--- config.mk ---
export PLATFORM = sky130hd
export DESIGN_NAME = rpb_ctrl
export DESIGN_NICKNAME = d
export VERILOG_FILES = /design/src/rpb_pkg.sv /design/src/rpb_ctrl.sv
export SDC_FILE = /design/constraint.sdc
export NUM_CORES = 1
export LEC_CHECK = 0
export BUFFER_PORTS_ARGS = -buffer_cell sky130_fd_sc_hd__buf_2
export CAP_MARGIN = 10
export CORE_AREA = 5 5 42 44
export CTS_BUF_LIST = sky130_fd_sc_hd__clkbuf_2
export CTS_CLUSTER_SIZE = 10
export DETAILED_ROUTE_END_ITERATION = 16
export DIE_AREA = 0 0 47 49
export PLACE_DENSITY = 0.71
export REMOVE_ABC_BUFFERS = 1
export SETUP_SLACK_MARGIN = 0.15
export SKIP_LAST_GASP = 1
export SLEW_MARGIN = 0
export SYNTH_ARGS = -nofsm -noshare
export SYNTH_HDL_FRONTEND = slang
export SYNTH_SLANG_ARGS = --single-unit
--- constraint.sdc ---
create_clock -name clk -period 2.33 [get_ports clk]
set_clock_uncertainty 0.15 [all_clocks]
set_input_delay 0.466 -clock clk [delete_from_list [all_inputs] [get_ports clk]]
set_output_delay 0.466 -clock clk [all_outputs]
set_load 0.01 [all_outputs]
--- src/rpb_pkg.sv ---
// Shared constants, codes and control/status types for the root pairing block.
`timescale 1ns / 1ps
package rpb_pkg;

    localparam int MAX_ROOTS = 32;
    localparam int FRAC_BITS = 20;
    localparam int TOL_BITS  = 20;
    localparam int ROOT_W    = 24;
    localparam int COEF_W    = 32;
    localparam int IDX_W     = 5;
    localparam logic [TOL_BITS-1:0] TOL_RESET = 20'd210;

    typedef enum logic [1:0] {
        CMD_LOAD_ZERO = 2'd0,
        CMD_LOAD_POLE = 2'd1,
        CMD_COMPUTE   = 2'd2,
        CMD_CLEAR     = 2'd3
    } cmd_t;

    typedef enum logic [3:0] {
        S_IDLE,
        S_NEXT_I,
        S_LOAD_I,
        S_TOL,
        S_SCAN,
        S_CHK,
        S_MUL,
        S_WR,
        S_ERD,
        S_EMIT
    } state_t;

    typedef struct packed {
        logic load;
        logic clear;
        logic start;
        logic next_set;
        logic finish;
        logic i_inc;
        logic take_i;
        logic latch_i;
        logic tol;
        logic j_inc;
        logic rd_j;
        logic take_j;
        logic alone;
        logic drop;
        logic mul;
        logic wr_sec;
        logic emit_rd;
        logic emit_out;
    } ctl_t;

    typedef struct packed {
        logic i_end;
        logic i_taken;
        logic j_end;
        logic j_taken;
        logic q_nz;
        logic match;
        logic set_pole;
        logic last;
    } sts_t;

endpackage

--- src/rpb_ctrl.sv ---
// Sequencer for loads, root pairing walk and section emission.
`timescale 1ns / 1ps
module rpb_ctrl (
    input  logic          clk,
    input  logic          rst_n,
    input  logic          start,
    input  logic [1:0]    cmd,
    input  rpb_pkg::sts_t sts,
    output rpb_pkg::ctl_t ctl,
    output logic          busy
);

    rpb_pkg::state_t state_reg;
    rpb_pkg::state_t state_next;

    always_ff @(posedge clk or negedge rst_n)
    begin
        if (!rst_n)
        begin
            state_reg <= rpb_pkg::S_IDLE;
        end
        else
        begin
            state_reg <= state_next;
        end
    end

    always_comb
    begin
        state_next = state_reg;
        ctl        = '0;
        unique case (state_reg)
            rpb_pkg::S_IDLE:
            begin
                if (start)
                begin
                    unique case (rpb_pkg::cmd_t'(cmd)) inside
                        rpb_pkg::CMD_LOAD_ZERO, rpb_pkg::CMD_LOAD_POLE: ctl.load = 1'b1;
                        rpb_pkg::CMD_CLEAR: ctl.clear = 1'b1;
                        rpb_pkg::CMD_COMPUTE:
                        begin
                            ctl.start  = 1'b1;
                            state_next = rpb_pkg::S_NEXT_I;
                        end
                        default: ;
                    endcase
                end
            end
            rpb_pkg::S_NEXT_I:
            begin
                if (sts.i_end)
                begin
                    if (sts.set_pole)
                    begin
                        ctl.finish = 1'b1;
                        state_next = rpb_pkg::S_ERD;
                    end
                    else
                    begin
                        ctl.next_set = 1'b1;
                    end
                end
                else if (sts.i_taken)
                begin
                    ctl.i_inc = 1'b1;
                end
                else
                begin
                    ctl.take_i = 1'b1;
                    state_next = rpb_pkg::S_LOAD_I;
                end
            end
            rpb_pkg::S_LOAD_I:
            begin
                ctl.latch_i = 1'b1;
                state_next  = rpb_pkg::S_TOL;
            end
            rpb_pkg::S_TOL:
            begin
                ctl.tol    = 1'b1;
                state_next = rpb_pkg::S_SCAN;
            end
            rpb_pkg::S_SCAN:
            begin
                if (sts.j_end)
                begin
                    if (sts.q_nz)
                    begin
                        // drop an unmatched complex root
                        ctl.drop   = 1'b1;
                        ctl.i_inc  = 1'b1;
                        state_next = rpb_pkg::S_NEXT_I;
                    end
                    else
                    begin
                        ctl.alone  = 1'b1;
                        state_next = rpb_pkg::S_MUL;
                    end
                end
                else if (sts.j_taken)
                begin
                    ctl.j_inc = 1'b1;
                end
                else
                begin
                    ctl.rd_j   = 1'b1;
                    state_next = rpb_pkg::S_CHK;
                end
            end
            rpb_pkg::S_CHK:
            begin
                if (sts.match)
                begin
                    ctl.take_j = 1'b1;
                    state_next = rpb_pkg::S_MUL;
                end
                else
                begin
                    ctl.j_inc  = 1'b1;
                    state_next = rpb_pkg::S_SCAN;
                end
            end
            rpb_pkg::S_MUL:
            begin
                ctl.mul    = 1'b1;
                state_next = rpb_pkg::S_WR;
            end
            rpb_pkg::S_WR:
            begin
                ctl.wr_sec = 1'b1;
                state_next = rpb_pkg::S_NEXT_I;
            end
            rpb_pkg::S_ERD:
            begin
                ctl.emit_rd = 1'b1;
                state_next  = rpb_pkg::S_EMIT;
            end
            rpb_pkg::S_EMIT:
            begin
                ctl.emit_out = 1'b1;
                state_next   = sts.last ? rpb_pkg::S_IDLE : rpb_pkg::S_ERD;
            end
            default: state_next = rpb_pkg::S_IDLE;
        endcase
    end

    assign busy = (state_reg != rpb_pkg::S_IDLE);

endmodule

==> results.ini, run 1 <==
[status]
status = finished, final reports clean

[timing]
hold_slack_ns = 0.425
slew_viol_final = 0
tightest_slew_ns = 0.269
slew_headroom = 0.819
fmax_mhz = 498
report.final.hold_viol_count = 0
setup_viol = 0
fin_crit_sh = 0.861
rsz0062_at_grt = false
fin_crit_ns = 2.01
tns_ns = 0

[synth]
syn-cell-area_um2 = 503
ys_seq_area_frac = 0.199
ys_types = 30
ys_warn_count = 0
yosysTopAreaCell = dfrtp_1
synth_top_area_frac = 0.199
syn_inst = 68
ys_ff_latch = 4
ys_top_cells_by_area = dfrtp_1, nand2_1, nor3_1
avgSynthCellArea_um2 = 7.40

[worst_hold_path]
min-delay-start = state_reg[3]
holdCritPathClass = register to register
whs_path_depth = 1
holdPathEnd = state_reg[2]

[place]
placed_area_um2 = 654
port_buffers = 31
post-dp-hpwl_mm = 1.09
gp_congestion = 0.742

[final_layout]
final_cell_mix = buf_2, nand2_1, nor3_1, nor2_1, nand2b_1
postLayoutCellArea_um2 = 691
largest_reg_flops = 4
syn_to_final_growth_pct = 37.3
drive_gt1_frac = 0.475
post-route-util = 0.493
antenna_cells = 0
fin_nets = 114
nFillCells = 147
final_common_cell = buf_2

[clocking]
cts_max_level = 1
cts_tree = built
clock-root-buffer = clkbuf_2
insertion_delay_ns = 0.21
path_clk_slew_ns = 0.05
clockBufferDepth = 2
cts_setup_buffers = 0
clock_sinks = 4
numCtsBuffers = 3

[setup_path]
cp.arrival_ns = 1.39
critical_path_required_ns = 1.71
r2r-end = state_reg[0]
r2r_cells = 4
crit_slowest_cell = dfrtp_2
r2r_start = state_reg[2]
cp_cell_sequence = nor2b_2, nand2_1, nor2_1, a21o_1, buf_2
regToRegSetupSlack_ns = 0.82
critPathMaxStageDelay_ns = 0.49
critPathMaxFanout = 14
worstSetupPathType = register to output port
startpoint_type = register
worst_setup_path_end_kind = output port

[flow_run]
cap_violations = 0

[floorplanning]
io_pins = 32
core_um2 = 1400
die_y_um = 49
initial_core_util = 0.359
num_rows = 14
die_x_um = 47
dieArea_um2 = 2300

[grt]
grt_use_total = 0.131
grt_overflow = 0
grt_max_degree = 15
grt_pass1_vias = 556
antenna_found_initial = 0
grt_first_pass_wirelength_mm = 2.30

[drt]
ant_nets = 0
routed-via-count = 609
drc = 0
drt_first_iter_violations = 4
totalWireLength_mm = 1.43
wl_per_cell_um = 12.4
dr.pass1.iters = 4
viasPerCell = 5.30

[power]
total_power_mw = 0.704
ir_worst_vdd_uv = 485
p_per_area_nw_per_um2 = 1020
p_leak_nw = 0.351

-- how the worst max path moves through the flow --
stage	endpoint	cells after the start	startpoint
finish	ctl[12]	5	state_reg[2]
global route	ctl[14]	4	state_reg[0]
CTS	ctl[12]	5	state_reg[2]
detailed placement	ctl[8]	5	sts[5]
global placement	ctl[8]	5	sts[5]
floorplan	ctl[12]	4	state_reg[1]
-- synthesized netlist by cell type (all sizes together) --
cell type  number
mux2            1
a221oi          1
and3            2
nand3           1
nand2          10
nor4            1
a2111oi         1
a21oi           3
nor3            7
o22ai           1
nor2b           3
and4            1
nand2b          4
o21ai           2
dfrtp           4
a211oi          1
or2b            1
nor2           10
and3b           1
buf             5
o32ai           1
nor3b           3
a21o            1
inv             1
a2bb2oi         1
o22a            1
-- worst max-delay path: cells and delay by family (launching register included) --
family	cells	cell delay (ns)
compound gates	1	0.10
simple gates	3	0.47
buf+inv	1	0.12
flops	1	0.49
-- cell type report --
| class | instances | area, um2 | share of cell area |
|---|---|---|---|
| flip-flops and latches | 4 | 104 | 0.150 |
| repair buffers | 33 | 173 | 0.250 |
| inverters | 1 | 3.75 | 0.00543 |
| multi-input cells | 58 | 375 | 0.543 |
| clock buffers | 3 | 15.0 | 0.0217 |
| well taps | 16 | 20.0 | 0.0290 |
-- routing by layer --
| layer | GRT usage | vias up | wire length (um) | share of wire |
|---|---|---|---|---|
| li1 | - | 307 | - | - |
| met1 | 0.170 | 284 | 622 | 0.44 |
| met2 | 0.197 | 16 | 710 | 0.50 |
| met3 | 0.0332 | 2 | 81 | 0.057 |
| met4 | 0.0553 | 0 | 14 | 0.0098 |
| met5 | 0 | - | 0 | 0 |
-- timing repair --
item / 4_1_cts / 5_1_grt
endpoints found under the hold margin: 4 / 0
resized for setup: 0 / 6
hold buffers: 1 / 0
setup endpoints to repair: 0 / 6
-- metrics by stage --
step | cells | setup WS [ns]
finish | 115 | 0.324
CTS | 115 | 0.210
global placement | 111 | 0.402
floorplan | 63 | 0.526
global route | 115 | 0.165
detailed placement | 111 | 0.408
-- cell families (layout without fill, tap and decap cells) --
family / count (synthesis) / count (layout) / share of synthesized area
simple gates: 44 / 44 / 0.470
compound gates: 13 / 13 / 0.239
flops: 4 / 4 / 0.199
mux: 1 / 1 / 0.0224
buf+inv: 6 / 37 / 0.0696
-- report_power, final --
group	internal [mW]	total [mW]	switching, mW
Clock	0.0347	0.0632	0.0285
Combinational	0.204	0.450	0.246
Sequential	0.105	0.191	0.0860
Total	0.343	0.704	0.361
Power figures use the tool's default switching activity.
==> inputs of run 2 (changes only) <==
- PLACE_DENSITY: 0.71 -> 0.72
==> results.ini, run 2 (synthesis gave the netlist of run 1 again) <==
[status]
status = finished, final reports clean  ; unchanged

[timing]
report.final.hold_viol_count = 0  ; unchanged
slew_viol_final = 0  ; unchanged
timing.final.ws_setup_ns = 0.315  ; was 0.324 ns
rsz0062_at_grt = false  ; unchanged
fmax_mhz = 496  ; was 498 MHz
tightest_slew_ns = 0.281  ; was 0.269 ns
hold_slack_ns = 0.435  ; was 0.425 ns
slew_headroom = 0.811  ; was 0.819
fin_crit_sh = 0.865  ; was 0.861
setup_viol = 0  ; unchanged
tns_ns = 0  ; unchanged
fin_crit_ns = 2.02  ; was 2.01 ns

[final_layout]
stdcell_count = 119  ; was 115
nFillCells = 161  ; was 147
largest_reg_flops = 4  ; unchanged
fin_nets = 118  ; was 114
syn_to_final_growth_pct = 42.3  ; was 37.3%
antenna_cells = 0  ; unchanged
post-route-util = 0.511  ; was 0.493
final_cell_mix = buf_2, nand2_1, nor2_1  ; was buf_2, nand2_1, nor3_1, nor2_1, nand2b_1
drive_gt1_frac = 0.476  ; was 0.475
final_common_cell = buf_2  ; unchanged
postLayoutCellArea_um2 = 716  ; was 691 um2

[worst_hold_path]
holdCritPathClass = input port to asynchronous set/reset pin  ; was register to register

[grt]
grt_use_total = 0.134  ; was 0.131
grt_first_pass_wirelength_mm = 2.29  ; was 2.30 mm
grt_max_degree = 15  ; unchanged
grt_overflow = 0  ; unchanged
antenna_found_initial = 0  ; unchanged
grt_pass1_vias = 544  ; was 556

[drt]
viasPerCell = 5.11  ; was 5.30
ant_nets = 0  ; unchanged
drt_first_iter_violations = 13  ; was 4
totalWireLength_mm = 1.47  ; was 1.43 mm
wl_per_cell_um = 12.4  ; about the same
dr.pass1.iters = 4  ; unchanged
drc = 0  ; unchanged
routed-via-count = 608  ; was 609

[place]
dp_cells = 111  ; unchanged
post-dp-hpwl_mm = 1.11  ; was 1.09 mm
dpl_worst_slack_ns = 0.398  ; was 0.408 ns
port_buffers = 31  ; unchanged
placed_area_um2 = 654  ; unchanged
gp_congestion = 0.723  ; was 0.742

[floorplanning]
io_pins = 32  ; unchanged
die_y_um = 49  ; unchanged
core_um2 = 1400  ; unchanged
num_rows = 14  ; unchanged
dieArea_um2 = 2300  ; unchanged
die_x_um = 47  ; unchanged
initial_core_util = 0.359  ; unchanged

[setup_path]
startpoint_type = register  ; unchanged
cp.arrival_ns = 1.40  ; was 1.39 ns
critical_path_required_ns = 1.71  ; about the same
worst_setup_path_end_kind = output port  ; unchanged
critPathMaxStageDelay_ns = 0.49  ; about the same
worstSetupPathType = register to output port  ; unchanged
crit_slowest_cell = dfrtp_2  ; unchanged
cp_cell_sequence = nor2_2, nand3_1, nor3b_1, buf_2  ; was nor2b_2, nand2_1, nor2_1, a21o_1, buf_2
critPathMaxFanout = 12  ; was 14

[clocking]
numCtsBuffers = 3  ; unchanged
insertion_delay_ns = 0.21  ; about the same
clockBufferDepth = 2  ; unchanged
path_clk_slew_ns = 0.05  ; about the same
cts_max_level = 1  ; unchanged
clock_sinks = 4  ; unchanged
cts_tree = built  ; unchanged
clock-root-buffer = clkbuf_2  ; unchanged

[power]
ir_worst_vdd_uv = 395  ; was 485 uV
p_leak_nw = 0.371  ; was 0.351 nW
total_power_mw = 0.748  ; was 0.704 mW
p_per_area_nw_per_um2 = 1050  ; was 1020 nW/um2

[flow_run]
cap_violations = 0  ; unchanged

[run 2: changes by cell type in the layout (fill, tap and decap cells not counted), sizes merged]
| cell | previous run | this run |
|---|---|---|
| buf | 32 | 36 |
[run 2: where the power goes]
part	total (mW)	leakage, nW	internal [mW]	switching (mW)
sequential	0.171	0.0476	0.105	0.0661
combinational	0.515	0.311	0.242	0.273
clock	0.0623	0.0125	0.0346	0.0277
total	0.748	0.371	0.381	0.367
[run 2: critical path: cells and delay by family (launching register included)]
| family | cells | cell delay [ns] |
|---|---|---|
| and+or+nand+nor | 3 | 0.54 |
| DFF | 1 | 0.49 |
| buffers and inverters | 1 | 0.17 |
[run 2: cell type report]
type | instances | area, um2 | share of cell area
Multi-Input combinational cell | 58 | 370 | 0.517
Timing Repair Buffer | 37 | 203 | 0.283
Sequential cell | 4 | 104 | 0.145
Tap cell | 16 | 20.0 | 0.0280
Clock buffer | 3 | 15.0 | 0.0210
Inverter | 1 | 3.75 | 0.00524
[run 2: metal layers]
layer | global-route usage | vias up | part of all wire
met2 | 0.204 | 21 | 0.49
met3 | 0.0332 | 0 | 0.069
met1 | 0.168 | 274 | 0.44
met5 | 0 | - | 0
li1 | - | 313 | -
met4 | 0.0691 | 0 | 0
[run 2: path summary, 6_finish.rpt]
| kind | start | endpoint | slack [ns] | cells past startpoint |
|---|---|---|---|---|
| max reg2reg | state_reg[2] | state_reg[0] | 0.70 | 5 |
| min in group clk | state_reg[3] | state_reg[2] | 0.44 | 1 |
| min reg2reg | state_reg[3] | state_reg[2] | 0.44 | 1 |
| max in group asynchronous | rst_n | state_reg[0] | 1.46 | 2 |
| min | rst_n | state_reg[3] | 0.44 | 2 |
| max | state_reg[3] | ctl[15] | 0.31 | 4 |
[run 2: timing repair]
item,CTS,global route
hold buffers,1,0
buffers inserted,0,4
hold endpoints to repair,4,0
endpoints found under the setup margin,0,6
resized for setup,0,4
==> inputs of run 3 (changes only) <==
- clock period: 2.33 -> 1.9 ns (I/O delays scaled with it)
==> results.ini, run 3 (synthesis gave the netlist of run 1 again) <==
[power]
p_leak_nw = 0.469  ; was 0.371 nW
ir_worst_vdd_uv = 643  ; was 395 uV
p_per_area_nw_per_um2 = 1400  ; was 1050 nW/um2

[timing]
timing.final.ws_setup_ns = 0.0640  ; was 0.315 ns
slew_headroom = 0.794  ; was 0.811
fmax_mhz = 545
rsz0062_at_grt = true  ; was false
tightest_slew_ns = 0.308  ; was 0.281 ns
tns_ns = 0  ; unchanged
setup_viol = 0  ; unchanged
slew_viol_final = 0  ; unchanged
report.final.hold_viol_count = 0  ; unchanged
fin_crit_ns = 1.84
fin_crit_sh = 0.966

[setup_path]
critical_path_required_ns = 1.37  ; was 1.71 ns
cp.arrival_ns = 1.31  ; was 1.40 ns
critPathMaxFanout = 5  ; was 12
worst_setup_path_end_kind = output port  ; unchanged
worstSetupPathType = register to output port  ; unchanged
startpoint_type = register  ; unchanged

[grt]
grt_overflow = 0  ; unchanged
grt_max_degree = 10  ; was 15
antenna_found_initial = 0  ; unchanged
grt_first_pass_wirelength_mm = 2.91  ; was 2.29 mm
grt_pass1_vias = 700  ; was 544
grt_use_total = 0.173  ; was 0.134

[final_layout]
fin_nets = 129  ; was 118
nFillCells = 113  ; was 161
multi_input_area_um2 = 493  ; was 370 um2
seq_area_um2 = 105  ; was 104 um2
final_common_cell = buf_2  ; unchanged
final_cell_mix = buf_2, buf_4, nand2_1  ; was buf_2, nand2_1, nor2_1
drive_gt1_frac = 0.719  ; was 0.476
syn_to_final_growth_pct = 88.8  ; was 42.3%
antenna_cells = 0  ; unchanged
largest_reg_flops = 4  ; unchanged

[floorplanning]
core_um2 = 1400  ; unchanged
die_y_um = 49  ; unchanged
num_rows = 14  ; unchanged
io_pins = 32  ; unchanged
dieArea_um2 = 2300  ; unchanged
initial_core_util = 0.359  ; unchanged
die_x_um = 47  ; unchanged

[place]
gp_congestion = 0.797  ; was 0.723
port_buffers = 31  ; unchanged
post-dp-hpwl_mm = 1.24  ; was 1.11 mm
dpl_worst_slack_ns = 0.172  ; was 0.398 ns

[clocking]
numCtsBuffers = 3  ; unchanged
clock_sinks = 4  ; unchanged
cts_tree = built  ; unchanged
insertion_delay_ns = 0.23  ; was 0.21 ns
cts_max_level = 1  ; unchanged
clock-root-buffer = clkbuf_2  ; unchanged
path_clk_slew_ns = 0.05  ; about the same
clockBufferDepth = 2  ; unchanged

[drt]
dr.pass1.iters = 4  ; unchanged
totalWireLength_mm = 1.97  ; was 1.47 mm
wl_per_cell_um = 15.2  ; was 12.4 um
viasPerCell = 5.50  ; was 5.11
routed-via-count = 715  ; was 608
drt_first_iter_violations = 7  ; was 13
ant_nets = 0  ; unchanged
drc = 0  ; unchanged

[worst_hold_path]
holdCritPathClass = input port to asynchronous set/reset pin  ; unchanged

[flow_run]
cap_violations = 0  ; unchanged

[status]
status = finished, final reports clean  ; unchanged

run 3: cell types whose count changed in the layout (fill, tap and decap cells not counted), sizes merged:
cell / previous run / this run
buf: 36 / 47
run 3: report_power, final:
part / internal, mW / leakage (nW) / switching (mW)
Clock: 0.0425 / 0.0125 / 0.0453
Sequential: 0.130 / 0.0462 / 0.0750
Combinational: 0.523 / 0.410 / 0.514
Total: 0.696 / 0.469 / 0.634
run 3: path summary, 6_finish.rpt:
check	startpoint	end	slack, ns	cells after the start
setup / recovery	state_reg[0]	ctl[12]	0.06	5
hold / removal	rst_n	state_reg[1]	0.33	2
setup reg to reg	state_reg[2]	state_reg[0]	0.21	7
hold reg to reg	state_reg[2]	state_reg[1]	0.66	4
max in group asynchronous	rst_n	state_reg[3]	1.13	2
min in group clk	sts[0]	state_reg[3]	0.36	4
run 3: what timing repair did:
action	CTS	global route
setup endpoints to repair	14	19
gates cloned	0	0
hold buffers	1	0
resized for setup	23	16
pin swaps	6	6
endpoints found under the hold margin	4	0
setup buffers	8	4
run 3: through the flow:
stage               instance area (um2)  std cells  power, mW  hold slack, ns  utilization
finish                              950        130       1.33           0.328        0.678
global placement                    677        114      0.793          0.0350        0.483
floorplan                           472         63      0.579         -0.0656            -
detailed placement                  677        114      0.809          0.0416        0.483
global route                        950        130       1.41           0.331        0.678
CTS                                 843        126       1.14           0.345        0.602
run 3: critical path, stage by stage (launching register included):
cell and delay [ns]:
dfrtp_2 0.42, nor2b_4 0.25, nand2_4 0.09, nor2_1 0.09
a21o_1 0.10, buf_2 0.12
run 3: layer usage:
metal / share of wire / vias up / global-route usage
met4: 0.029 / 0 / 0.115
met5: 0 / - / 0
met2: 0.53 / 28 / 0.287
met3: 0.069 / 7 / 0.0369
met1: 0.37 / 344 / 0.184
li1: - / 336 / -
run 3: cell type report:
type / count / share of cell area
inverter: 1 / 0.00395
sequential: 4 / 0.111
multi-input combinational: 58 / 0.519
timing repair buffer: 48 / 0.329
tap: 16 / 0.0211
clock buffer: 3 / 0.0158
